## src/rtl/core/buffer_pool_slot_replacement_defines.svh

```systemverilog
// Assertion macros for the buffer pool slot replacement block.
`ifndef BUFFER_POOL_SLOT_REPLACEMENT_DEFINES_SVH
`define BUFFER_POOL_SLOT_REPLACEMENT_DEFINES_SVH

// Clocked assertion, masked while reset is high.
`define BPSR_ASSERT(name, clk, rst, prop, msg) \
   name: assert property (@(posedge clk) disable iff (rst) prop) else $error(msg);

// Clocked assertion that also holds through reset.
`define BPSR_ASSERT_ALWAYS(name, clk, prop, msg) \
   name: assert property (@(posedge clk) prop) else $error(msg);

`endif

```

## src/rtl/core/bpsr_pkg.sv

```systemverilog
// Shared types and constants of the buffer pool slot replacement block.
package bpsr_pkg;

   localparam int OP_W   = 2;
   localparam int PAGE_W = 32;
   localparam int SLOT_W = 4;
   localparam int TIME_W = 48;
   localparam int OUTC_W = 3;

   typedef enum logic [OP_W-1:0] {
      OP_LOOKUP   = 2'd0,
      OP_TOUCH_RD = 2'd1,
      OP_TOUCH_WR = 2'd2,
      OP_INVAL    = 2'd3
   } op_type;

   typedef enum logic [OUTC_W-1:0] {
      OUT_HIT      = 3'd0,
      OUT_INVALID  = 3'd1,
      OUT_CLOCK    = 3'd2,
      OUT_LRU      = 3'd3,
      OUT_FALLBACK = 3'd4,
      OUT_DONE     = 3'd5
   } outcome_type;

   // one slot as held in the slot memory; valid bits live in flip-flops
   typedef struct packed {
      logic              used;
      logic              dirty;
      logic [PAGE_W-1:0] page;
      logic [TIME_W-1:0] acc_time;
   } entry_type;

   typedef struct packed {
      logic start;   // new lookup, clear candidate trackers
      logic step;    // one slot's data is on the memory output
   } scan_ctl_type;

   typedef struct packed {
      logic              hit;         // this slot holds the page
      logic              advance;     // clock hand moves past this slot
      logic              clear_used;  // write back this slot with used cleared
      outcome_type       kind;        // replacement choice so far
      logic [PAGE_W-1:0] victim_page;
      logic              victim_wb;
   } scan_stat_type;

endpackage

```

## src/rtl/core/bpsr_ram.sv

```systemverilog
// Generic simple dual-port RAM with registered read.
module bpsr_ram #(
   parameter int WIDTH = 8,
   parameter int DEPTH = 16,
   localparam int AW = (DEPTH > 1) ? $clog2(DEPTH) : 1
) (
   input  logic             clock,
   input  logic             we,
   input  logic [AW-1:0]    waddr,
   input  logic [WIDTH-1:0] wdata,
   input  logic             re,
   input  logic [AW-1:0]    raddr,
   output logic [WIDTH-1:0] rdata
);

   logic [WIDTH-1:0] mem_ff [DEPTH];
   logic [WIDTH-1:0] rdata_ff;

   always_ff @(posedge clock) begin
      if (we) begin
         mem_ff[waddr] <= wdata;
      end
      if (re) begin
         rdata_ff <= mem_ff[raddr];
      end
   end

   assign rdata = rdata_ff;

endmodule

```

## src/rtl/core/bpsr_scan.sv

```systemverilog
// Candidate tracker: hit test, clock, invalid and LRU choice, one slot per step.
module bpsr_scan import bpsr_pkg::*; #(
   parameter int SLOTS = 16,
   localparam int IW = $clog2(SLOTS)
) (
   input  logic              clock,
   input  logic              reset,
   input  scan_ctl_type      ctl,
   input  logic [IW-1:0]     slot_addr,
   input  entry_type         entry,      // zero when the slot is invalid
   input  logic              slot_ok,    // slot valid
   input  logic [PAGE_W-1:0] page,
   output scan_stat_type     stat,
   output logic [IW-1:0]     final_slot
);

   logic [IW-1:0]     cand_ff, cand_in;
   outcome_type       kind_ff, kind_in;
   logic              have_clk_ff, have_clk_in;
   logic              have_lru_ff, have_lru_in;
   logic [IW-1:0]     lru_slot_ff, lru_slot_in;
   logic [TIME_W-1:0] lru_time_ff, lru_time_in;
   logic [PAGE_W-1:0] lru_page_ff, lru_page_in;
   logic              lru_wb_ff, lru_wb_in;
   logic [PAGE_W-1:0] cand_page_ff, cand_page_in;
   logic              cand_wb_ff, cand_wb_in;
   logic              match;

   always_comb begin
      match        = slot_ok && (entry.page == page);
      cand_in      = cand_ff;
      kind_in      = kind_ff;
      have_clk_in  = have_clk_ff;
      have_lru_in  = have_lru_ff;
      lru_slot_in  = lru_slot_ff;
      lru_time_in  = lru_time_ff;
      lru_page_in  = lru_page_ff;
      lru_wb_in    = lru_wb_ff;
      cand_page_in = cand_page_ff;
      cand_wb_in   = cand_wb_ff;
      if (ctl.start) begin
         cand_in      = '0;
         kind_in      = OUT_FALLBACK;
         have_clk_in  = 1'b0;
         have_lru_in  = 1'b0;
         lru_slot_in  = '0;
         lru_time_in  = '0;
         lru_page_in  = '0;
         lru_wb_in    = 1'b0;
         cand_page_in = '0;
         cand_wb_in   = 1'b0;
      end else if (ctl.step && !match) begin
         if (!have_clk_ff && !entry.used) begin
            cand_in      = slot_addr;
            kind_in      = OUT_CLOCK;
            have_clk_in  = 1'b1;
            cand_page_in = entry.page;
            cand_wb_in   = slot_ok && entry.dirty;
         end
         // an empty slot beats any clock choice
         if ((kind_ff != OUT_INVALID) && !slot_ok) begin
            cand_in      = slot_addr;
            kind_in      = OUT_INVALID;
            have_clk_in  = 1'b1;
            cand_page_in = entry.page;
            cand_wb_in   = 1'b0;
         end
         // strict less-than keeps the first in scan order on ties
         if (slot_ok && (!have_lru_ff || (entry.acc_time < lru_time_ff))) begin
            have_lru_in = 1'b1;
            lru_slot_in = slot_addr;
            lru_time_in = entry.acc_time;
            lru_page_in = entry.page;
            lru_wb_in   = entry.dirty;
         end
      end
   end

   always_ff @(posedge clock) begin
      if (reset) begin
         kind_ff     <= OUT_FALLBACK;
         have_clk_ff <= 1'b0;
         have_lru_ff <= 1'b0;
      end else begin
         kind_ff     <= kind_in;
         have_clk_ff <= have_clk_in;
         have_lru_ff <= have_lru_in;
      end
      cand_ff      <= cand_in;
      lru_slot_ff  <= lru_slot_in;
      lru_time_ff  <= lru_time_in;
      lru_page_ff  <= lru_page_in;
      lru_wb_ff    <= lru_wb_in;
      cand_page_ff <= cand_page_in;
      cand_wb_ff   <= cand_wb_in;
   end

   always_comb begin
      stat.hit        = ctl.step && match;
      stat.advance    = ctl.step && !match && !have_clk_ff;
      stat.clear_used = ctl.step && !match && !have_clk_ff && entry.used;
      if ((kind_ff == OUT_FALLBACK) && have_lru_ff) begin
         stat.kind        = OUT_LRU;
         stat.victim_page = lru_page_ff;
         stat.victim_wb   = lru_wb_ff;
         final_slot       = lru_slot_ff;
      end else begin
         stat.kind        = kind_ff;
         stat.victim_page = cand_page_ff;
         stat.victim_wb   = cand_wb_ff;
         final_slot       = cand_ff;
      end
   end

endmodule

```

## src/rtl/core/buffer_pool_slot_replacement.sv

```systemverilog
// Buffer pool slot manager: clock replacement with LRU fallback over a slot memory.
// Lookup: accept, scan the slots (one memory read per slot), then on a miss install in the
//   finish state; the result is registered once the output register is free.
//   A hit ends the scan early at the matching slot. Touch/invalidate: accept and read the slot,
//   then finish and load the result. A new request is accepted only in idle, one item at a time.
// Reset clears valid bits, scan pointer and control; memory contents are masked, not cleared.
`include "buffer_pool_slot_replacement_defines.svh"

module buffer_pool_slot_replacement import bpsr_pkg::*; #(
   parameter int SLOTS = 16
) (
   input  logic        clock,
   input  logic        reset,
   // request channel
   input  logic        req_tvalid,
   output logic        req_tready,
   input  logic [87:0] req_tdata,   // page_id[31:0], slot_index[35:32], timestamp[83:36]
   input  logic [1:0]  req_tuser,   // operation[1:0]
   // result channel
   output logic        rsp_tvalid,
   input  logic        rsp_tready,
   output logic [39:0] rsp_tdata,   // chosen_slot[3:0], victim_page_id[35:4],
                                    // writeback_needed[36]
   output logic [2:0]  rsp_tuser    // outcome[2:0]
);

   localparam int IW = $clog2(SLOTS);
   // compare width wide enough for both the slot index field and SLOTS itself
   localparam int WW = ((IW + 1) > SLOT_W) ? (IW + 1) : SLOT_W;
   localparam logic [IW-1:0] LAST_SLOT = IW'(SLOTS - 1);

   typedef enum logic [2:0] {
      ST_IDLE   = 3'b001,
      ST_SCAN   = 3'b010,
      ST_FINISH = 3'b100
   } state_type;

   function automatic logic [IW-1:0] wrap_inc(input logic [IW-1:0] a);
      return (a == LAST_SLOT) ? '0 : a + 1'b1;
   endfunction

   // request fields
   logic [PAGE_W-1:0] req_page;
   logic [SLOT_W-1:0] req_idx;
   logic [TIME_W-1:0] req_ts;
   logic              req_fire;

   assign req_page = req_tdata[31:0];
   assign req_idx  = req_tdata[35:32];
   assign req_ts   = req_tdata[83:36];
   assign req_fire = req_tvalid && req_tready;

   // control and item registers
   state_type         state_ff, state_in;
   logic [IW-1:0]     ptr_ff, ptr_in;        // clock hand
   logic [IW-1:0]     addr_ff, addr_in;      // slot whose data is on the memory output
   logic [IW-1:0]     cnt_ff, cnt_in;        // slots evaluated so far in this scan
   logic              hit_ff, hit_in;
   logic [IW-1:0]     hit_slot_ff, hit_slot_in;
   logic [SLOTS-1:0]  valid_ff, valid_in;
   op_type            op_ff;
   logic [PAGE_W-1:0] page_ff;
   logic [SLOT_W-1:0] idx_ff;
   logic [TIME_W-1:0] ts_ff;

   // result register
   logic              rsp_valid_ff, rsp_valid_in;
   logic [SLOT_W-1:0] rsp_slot_ff, rsp_slot_in;
   outcome_type       rsp_kind_ff, rsp_kind_in;
   logic [PAGE_W-1:0] rsp_victim_ff, rsp_victim_in;
   logic              rsp_wb_ff, rsp_wb_in;

   // memory port
   logic              mem_we, mem_re;
   logic [IW-1:0]     mem_waddr, mem_raddr;
   entry_type         mem_wdata, mem_q, rd_entry;
   logic              rd_ok;

   // scan unit
   scan_ctl_type      scan_ctl;
   scan_stat_type     scan_stat;
   logic [IW-1:0]     scan_slot;

   logic              out_free;
   logic              idx_in_range;

   assign rd_ok    = valid_ff[addr_ff];
   assign rd_entry = rd_ok ? mem_q : '0;           // an empty slot reads as all zero
   assign out_free = !rsp_valid_ff || rsp_tready;
   assign idx_in_range = (WW'(idx_ff) < WW'(SLOTS));
   assign req_tready = (state_ff == ST_IDLE);

   bpsr_ram #(
      .WIDTH ($bits(entry_type)),
      .DEPTH (SLOTS)
   ) u_slot_mem (
      .clock (clock),
      .we    (mem_we),
      .waddr (mem_waddr),
      .wdata (mem_wdata),
      .re    (mem_re),
      .raddr (mem_raddr),
      .rdata (mem_q)
   );

   bpsr_scan #(
      .SLOTS (SLOTS)
   ) u_scan (
      .clock      (clock),
      .reset      (reset),
      .ctl        (scan_ctl),
      .slot_addr  (addr_ff),
      .entry      (rd_entry),
      .slot_ok    (rd_ok),
      .page       (page_ff),
      .stat       (scan_stat),
      .final_slot (scan_slot)
   );

   always_comb begin
      state_in      = state_ff;
      ptr_in        = ptr_ff;
      addr_in       = addr_ff;
      cnt_in        = cnt_ff;
      hit_in        = hit_ff;
      hit_slot_in   = hit_slot_ff;
      valid_in      = valid_ff;
      rsp_valid_in  = rsp_valid_ff && !rsp_tready;
      rsp_slot_in   = rsp_slot_ff;
      rsp_kind_in   = rsp_kind_ff;
      rsp_victim_in = rsp_victim_ff;
      rsp_wb_in     = rsp_wb_ff;
      mem_we        = 1'b0;
      mem_waddr     = addr_ff;
      mem_wdata     = rd_entry;
      mem_re        = 1'b0;
      mem_raddr     = addr_ff;
      scan_ctl      = '0;

      unique case (state_ff)
         ST_IDLE: begin
            if (req_fire) begin
               mem_re = 1'b1;
               cnt_in = '0;
               hit_in = 1'b0;
               if (op_type'(req_tuser) == OP_LOOKUP) begin
                  mem_raddr      = ptr_ff;
                  addr_in        = ptr_ff;
                  scan_ctl.start = 1'b1;
                  state_in       = ST_SCAN;
               end else begin
                  mem_raddr = IW'(req_idx);
                  addr_in   = IW'(req_idx);
                  state_in  = ST_FINISH;
               end
            end
         end

         ST_SCAN: begin
            scan_ctl.step = 1'b1;
            if (scan_stat.hit) begin
               // touch the hit slot in place and end the scan
               mem_we             = 1'b1;
               mem_wdata.used     = 1'b1;
               mem_wdata.acc_time = ts_ff;
               hit_in             = 1'b1;
               hit_slot_in        = addr_ff;
               state_in           = ST_FINISH;
            end else begin
               if (scan_stat.clear_used) begin
                  mem_we         = 1'b1;
                  mem_wdata.used = 1'b0;
               end
               if (scan_stat.advance) begin
                  ptr_in = wrap_inc(ptr_ff);
               end
               if (cnt_ff == LAST_SLOT) begin
                  state_in = ST_FINISH;
               end else begin
                  // next slot's read never collides with this slot's write-back
                  cnt_in    = cnt_ff + 1'b1;
                  addr_in   = wrap_inc(addr_ff);
                  mem_re    = 1'b1;
                  mem_raddr = wrap_inc(addr_ff);
               end
            end
         end

         ST_FINISH: begin
            // the side effects of this state happen in the cycle the result is loaded
            if (out_free) begin
               rsp_valid_in  = 1'b1;
               rsp_slot_in   = idx_ff;
               rsp_kind_in   = OUT_DONE;
               rsp_victim_in = '0;
               rsp_wb_in     = 1'b0;
               state_in      = ST_IDLE;
               case (op_ff)
                  OP_LOOKUP: begin
                     if (hit_ff) begin
                        rsp_slot_in = SLOT_W'(hit_slot_ff);
                        rsp_kind_in = OUT_HIT;
                     end else begin
                        mem_we              = 1'b1;
                        mem_waddr           = scan_slot;
                        mem_wdata.used      = 1'b1;
                        mem_wdata.dirty     = 1'b0;
                        mem_wdata.page      = page_ff;
                        mem_wdata.acc_time  = ts_ff;
                        valid_in[scan_slot] = 1'b1;
                        rsp_slot_in         = SLOT_W'(scan_slot);
                        rsp_kind_in         = scan_stat.kind;
                        rsp_victim_in       = scan_stat.victim_page;
                        rsp_wb_in           = scan_stat.victim_wb;
                     end
                  end
                  OP_INVAL: begin
                     if (idx_in_range) begin
                        valid_in[addr_ff] = 1'b0;
                        rsp_victim_in     = rd_entry.page;
                        rsp_wb_in         = rd_ok && rd_entry.dirty;
                     end
                  end
                  default: begin
                     // touch read or touch write on a valid slot
                     if (idx_in_range && rd_ok) begin
                        mem_we             = 1'b1;
                        mem_wdata.used     = 1'b1;
                        mem_wdata.dirty    = rd_entry.dirty || (op_ff == OP_TOUCH_WR);
                        mem_wdata.acc_time = ts_ff;
                     end
                  end
               endcase
            end
         end

         default: begin
            state_in = ST_IDLE;
         end
      endcase
   end

   always_ff @(posedge clock) begin
      if (reset) begin
         state_ff     <= ST_IDLE;
         ptr_ff       <= '0;
         cnt_ff       <= '0;
         hit_ff       <= 1'b0;
         valid_ff     <= '0;
         rsp_valid_ff <= 1'b0;
      end else begin
         state_ff     <= state_in;
         ptr_ff       <= ptr_in;
         cnt_ff       <= cnt_in;
         hit_ff       <= hit_in;
         valid_ff     <= valid_in;
         rsp_valid_ff <= rsp_valid_in;
      end
      addr_ff       <= addr_in;
      hit_slot_ff   <= hit_slot_in;
      rsp_slot_ff   <= rsp_slot_in;
      rsp_kind_ff   <= rsp_kind_in;
      rsp_victim_ff <= rsp_victim_in;
      rsp_wb_ff     <= rsp_wb_in;
      if (req_fire) begin
         op_ff   <= op_type'(req_tuser);
         page_ff <= req_page;
         idx_ff  <= req_idx;
         ts_ff   <= req_ts;
      end
   end

   assign rsp_tvalid = rsp_valid_ff;
   assign rsp_tdata  = {3'b000, rsp_wb_ff, rsp_victim_ff, rsp_slot_ff};
   assign rsp_tuser  = rsp_kind_ff;

   // a read and a write in the same cycle never touch the same slot
   `BPSR_ASSERT(a_no_rw_collide, clock, reset, (mem_we && mem_re) |-> (mem_waddr != mem_raddr), "slot memory read and write collide")
   // results are loaded only from the finish state
   `BPSR_ASSERT(a_rsp_from_finish, clock, reset, $rose(rsp_tvalid) |-> $past(state_ff == ST_FINISH), "result loaded outside finish")
   // a hit always ends the scan
   `BPSR_ASSERT(a_hit_ends_scan, clock, reset, (state_ff == ST_SCAN) |-> !hit_ff, "scan continues after hit")
   // no result is valid after reset is held
   `BPSR_ASSERT_ALWAYS(a_reset_quiet, clock, reset |=> !rsp_tvalid, "result valid after reset")

endmodule
```

## config.mk

```make
export PLATFORM = sky130hd
export DESIGN_NAME = buffer_pool_slot_replacement
export DESIGN_NICKNAME = d
export VERILOG_FILES = /design/src/rtl/core/bpsr_pkg.sv /design/src/rtl/core/bpsr_ram.sv /design/src/rtl/core/bpsr_scan.sv /design/src/rtl/core/buffer_pool_slot_replacement.sv
export VERILOG_INCLUDE_DIRS = /design/src /design/src/rtl/core
export SDC_FILE = /design/constraint.sdc
export NUM_CORES = 2
export LEC_CHECK = 0
export ABC_AREA = 0
export BUFFER_PORTS_ARGS = -buffer_cell sky130_fd_sc_hd__buf_4
export CAP_MARGIN = 10
export CORE_MARGIN = 1
export CORE_UTILIZATION = 35
export CTS_BUF_LIST = sky130_fd_sc_hd__clkbuf_4 sky130_fd_sc_hd__clkbuf_8
export DETAILED_ROUTE_END_ITERATION = 8
export HOLD_SLACK_MARGIN = 0.03
export PLACE_DENSITY = 0.52
export SYNTH_ARGS = -nofsm -noshare
export SYNTH_HDL_FRONTEND = slang
export SYNTH_SLANG_ARGS = --single-unit
```

## constraint.sdc

```tcl
create_clock -name clock -period 8.8 [get_ports clock]
set_input_delay 1.76 -clock clock [delete_from_list [all_inputs] [get_ports clock]]
set_output_delay 1.76 -clock clock [all_outputs]
set_load 0.01 [all_outputs]
```

# == Yosys cells after proc, flatten, opt, wreduce, memory -nomap -nowiden ==
# Memory sizes are Yosys's and may differ from the RTL's. A register that Yosys moved wholly into a read port is not among the register bits.
# Index checks and enable logic that the tools add are counted.
# W data, S select, Z words.
# totals
out_inout_bits,45
romBits,0
mem_bits_rw,1312
mem_count,1
elab_cells,183
ff_bits,290
latchBits,0
# classes
eq_ne,18
mux,84
div,0
add_sub_neg,3
n_lt_le_gt_ge,5
bitwise_logic,5
n_reduce_logical,40
mul,0
shift,0
# mem_list
memory,depth,word_bits,read_ports,rd_clocked_by_memory_dff,write_ports,line,source
u_slot_mem.mem_ff,16,82,1,1,1,bpsr_ram.sv:16,logic [WIDTH-1:0] mem_ff [DEPTH];
# ops
operator,n
$mux W82,3
$pmux W48 S2,2
$mux W32,4
$mux W48,2
$mux W4,18
$pmux W32 S2,1
$lt A48 B48 Y1,1
$mux W36,1
$mux W33,1
$eq A32 B32 Y1,1
$pmux W16 S2,1
$mux W1,28
$mux W3,8
$and A16 B16 Y16,1
$mux W16,1
$not A16 Y16,1
$or A16 B16 Y16,1
$pmux W4 S2,2
$logic_and A1 B1 Y1,14
$add A4 B1 Y4 const B,3
$eq A4 B4 Y1 const B,3
$pmux W1 S2,6
$lt A4 B5 Y1 const B,2
$ne A2 B2 Y1 const B,5
other kinds (22),45

# == Longest topological paths before layout ==
# logic_depth
word_depth,14
depth_mapped,23
mapped_depth_nobuf,17

# == Cells and area by module ==
# Synthesis repeated with hierarchy kept, for this count alone.
# unflattened
cells_unflattened,3619
area_unflattened_um2,67001.8
# modules_own_cells
mod,instances,cells_per_inst,area_each_um2,seq_area_each_um2
bpsr_ram,1,2103,51504.4,41860.1
buffer_pool_slot_replacement,1,737,8200.4,4564.4
bpsr_scan,1,779,7297.0,2542.4

# == Worst setup path after synthesis ==
# Ideal clock, no wire load.
# synth_path
kind,input-to-reg
start,in rsp_tready
end,"mem u_slot_mem.mem_ff[8][0] in the netlist's numbering, enable pin"
path_stages,8
path_slack_ps,1056
n_path_buf,0
t_arrival_ps,7221
path_cell_list,nand2b_1 -> nand3_1 -> inv_1 -> nand2_1 -> o31ai_1 -> nor2_1 -> or3b_2 -> nor2_1
# synth_via
elab_chain_len,5
elab_cells_between_ends,7
# synth_lines
element,line,source
from (decl),buffer_pool_slot_replacement.sv:21,"input logic rsp_tready,"
$logic_or A1 B1 Y1 *,buffer_pool_slot_replacement.sv:89,assign out_free = !rsp_valid_ff || rsp_tready;
$mux W1,buffer_pool_slot_replacement.sv:191,if (out_free) begin
$pmux W1 S2,buffer_pool_slot_replacement.sv:140,unique case (state_ff)
$mux W1,bpsr_ram.sv:20,if (we) begin
$mux W1 (not written as such),bpsr_ram.sv:21,mem_ff[waddr] <= wdata;
to (decl),bpsr_ram.sv:16,
# Mark *: on every way between the ends. The rest lies on a longest branch, timed or not.

==> impl_metrics.toml <==
[layout]
syn_to_final_growth_pct = 14.9
final_area_mm2 = 0.0767
nets = 4736
fillers = 17200
drive_gt1_frac = 0.156

[cts]
cts_buffers = 299
cts_hold_buf = 0
worstSkewPairLatency_ns = 1.01
cts_tree = "yes"
clockBufferDepth = 4
postCtsResizedCells = 0
cts_setup_buffers = 0
cts.clk_slew.worst_paths_ns = 0.06
h-tree-depth = 5
cts.root.buffer_cell = "clkbuf_8"
cts_sinks = 1684

[synthesis]
ys_async_sr_fraction = 0
yosys_warnings = 0
synth-seq-area-share = 0.734
synth_cell_types = 70
synth.top_cells.by_area = "edfxtp_1 69%, mux2i_1 10%, dfxtp_1 4.8%, o22ai_1 3.1%, a21oi_1 1.7%"
avgSynthCellArea_um2 = 15.5
synth_edf_count = 1524
synth_area_mm2 = 0.0668
synthFlopType = "edfxtp_1"
synth_top_area_share = 0.686
syn_inst = 4312
synth_largest_area_cell = "edfxtp_1"
ys_seq_elements = 1684

[power]
power.leakage_uw = 0.0273
netSwitchingPower_uw = 4870
p_sw_frac = 0.259
comb_power_share = 0.129
pwr-share-clk = 0.373
power_uw = 18800
peakVddDrop_mv = 0.123
p_per_area_mw_per_mm2 = 245
pwr-share-seq = 0.498
p_int_uw = 13900

[global_route]
grt_pass1_vias = 37800
grt_use_total = 0.190
grt_overflow = 0
grt_pass1_wl_um = 265000
antenna_found_initial = 3
grt_max_degree = 130

[sta]
post-route-min-period_ns = 6.77
setup_viol = 0
maxSlewViolCount = 0
relSlewSlack = 0.169
max_freq_mhz = 148
whs_ns = 0.455
rsz0062_at_grt = "false"
fin_skew_ns = 0.0583
setup_tns_ns = 0
finalCritPeriodShare = 0.769
tightest_slew_ns = 1.25
setup_slack_ns = 2.03
hold_viol_final = 0

[critical_path]
crit_chain = "mux2i_1, a22oi_1, a21oi_1, nor2_4, buf_4, and2_1, ha_1, o21ai_0, nand2b_1, a21oi_1, nor3_1, o2111ai_1, a31oi_1, or4_4, buf_4, o21ai_0, a21oi_1"
worstPathMaxFanout = 65
cp_common_cell = "a21oi_1"
endpoint_kind = "flip-flop"
slowest_delay_ns = 0.91
cpMaxStageDelayCell = "dfxtp_1"
path_class = "reg2reg"
critPathBufInv = 2
path_delay_family = "simple AND/OR/NAND/NOR gates"
cp.arrival_ns = 7.66
required_ns = 9.69
worstSetupStartpointType = "flip-flop"

[floorplan]
start_util = 0.354
rows = 159
die_area_mm2 = 0.192
io_pins = 139
die-width_um = 439
die_h_um = 439
core_area_mm2 = 0.189

[detailed_routing]
viasPerCell = 5.32
vias = 38800
drt_iter0_drc = 3440
routed_wl_um = 187000
drcViolationCount = 0
wl_per_cell_um = 25.7
firstDrtPassIters = 5
final_antenna_net_count = 0

[placement]
routabilityCongestion = 0.789
place_hpwl_um = 90800
dp_slack_ns = 2.10
port_buffers = 131
place_area_mm2 = 0.0710

[worst_hold_path]
worstHoldPathType = "reg2reg"

[run_status]
status = "completed"

[run]
maxCapViolCount = 0
## cell families after synthesis
family,after synthesis,share of synthesized area
AO/OA/AOI/OAI,854,0.0785
XOR/XNOR,21,0.00276
adder cells (fa/ha/maj),56,0.0105
buffers and inverters,351,0.0229
flip-flops,1684,0.734
multiplexers,677,0.102
other,1,0.0000562
AND/OR/NAND/NOR,668,0.0502
## area by class of cell
type                    count  area (um2)  area share
clock buffers             419        5120      0.0668
clock inverters            80         504     0.00657
diodes                      4        10.0    0.000131
multi-input cells        2279       16500       0.215
well taps                2495        3120      0.0407
flip-flops and latches   1684       49000       0.638
inverters                  85         327     0.00426
repair buffers            237        2120      0.0277
## tightest hold or removal path: cells and delay by family (launching register included)
family / cells / cell delay (ns)
simple gates: 1 / 0.05
compound gates: 1 / 0.05
flops: 1 / 0.31
## power groups by stage
| stage | Clock [uW] | Combinational [uW] | Sequential (uW) |
|---|---|---|---|
| finish | 7020 | 2430 | 9350 |
| global route | 7530 | 2610 | 9360 |
| CTS | 7190 | 2440 | 9350 |
| detailed placement | 0 | 2430 | 9510 |
| global placement | 0 | 2410 | 9520 |
| floorplan | 0 | 1670 | 9370 |
## metrics by stage
stage / util / instances
4_1_cts: 0.407 / 7278
6_report: 0.407 / 7283
5_1_grt: 0.407 / 7281
2_1_floorplan: - / 4314
3_5_place_dp: 0.377 / 6779
3_3_place_gp: 0.377 / 6779
## cell usage after synthesis (all sizes together), types with 2 or more instances
cell	n
a222oi	2
ha	56
xor2	8
buf	115
inv	85
o21ai	137
a21boi	3
o221ai	4
a211oi	3
o21a	5
nand4	14
or2	2
nor2	102
a31oi	4
clkbuf	151
a2111oi	3
nand2b	13
nor4	4
a21oi	224
mux2	8
nand3	133
nor2b	6
a22o	48
mux2i	669
a21o	33
o2111ai	2
or4	84
xnor2	13
and4	2
or3	9
edfxtp	1524
o211ai	4
o311ai	2
nor3	15
nand2	219
o31ai	22
o22ai	332
dfxtp	160
and3	7
a22oi	19
and2	53
## routing by layer
metal,up-vias,track usage,part of all wire
met3,307,0.0350,0.059
met5,-,0,0.00011
li1,17400,-,-
met2,1282,0.302,0.47
met4,2,0.0572,0.023
met1,19800,0.263,0.45
## cells in the final DEF (no fill, tap or decap), types with 27 or more instances in the layout
master | synthesis | layout
o22ai_1 | 332 | 332
clkbuf_8 | 0 | 316
a22o_1 | 48 | 48
a21oi_1 | 224 | 223
clkinv_1 | 0 | 52
nor2_1 | 102 | 83
nand3_1 | 129 | 128
a21o_1 | 33 | 33
and2_1 | 51 | 50
o21ai_0 | 135 | 133
ha_1 | 56 | 56
edfxtp_1 | 1524 | 1524
mux2i_1 | 669 | 669
inv_1 | 84 | 81
buf_4 | 14 | 209
clkbuf_4 | 0 | 103
or4_1 | 84 | 83
buf_12 | 0 | 27
dfxtp_1 | 160 | 160
nand2_1 | 218 | 217
## state kept, by name (all words and copies together) (netlist names), 2 cells and up
register and count:
u_scan.lru_page_ff 32, u_scan.cand_page_ff 32, page_ff 32, op_ff 2, u_scan.lru_time_ff 48, addr_ff 4, idx_ff 4, u_scan.lru_slot_ff 4
rsp_tuser 3, u_slot_mem.rdata 82, u_scan.cand_ff 4, rsp_victim_ff 32, cnt_ff 4, state_ff 3, u_scan.kind_ff 3, valid_ff 16
ptr_ff 4, ts_ff 48, rsp_slot_ff 4, hit_slot_ff 4, u_slot_mem.mem_ff 1312
## path summary, 6_finish.rpt
path / startpoint / to / slack [ns] / depth (start not counted)
worst max-delay path: addr_ff[2] / u_scan.lru_page_ff[0] / 2.03 / 17
worst min-delay path: u_scan.cand_page_ff[2] / u_scan.cand_page_ff[2] / 0.45 / 2
worst max register to register: addr_ff[2] / u_scan.lru_page_ff[0] / 2.03 / 17
worst min register to register: u_scan.cand_page_ff[2] / u_scan.cand_page_ff[2] / 0.45 / 2
(Power assumes the default switching activity.)
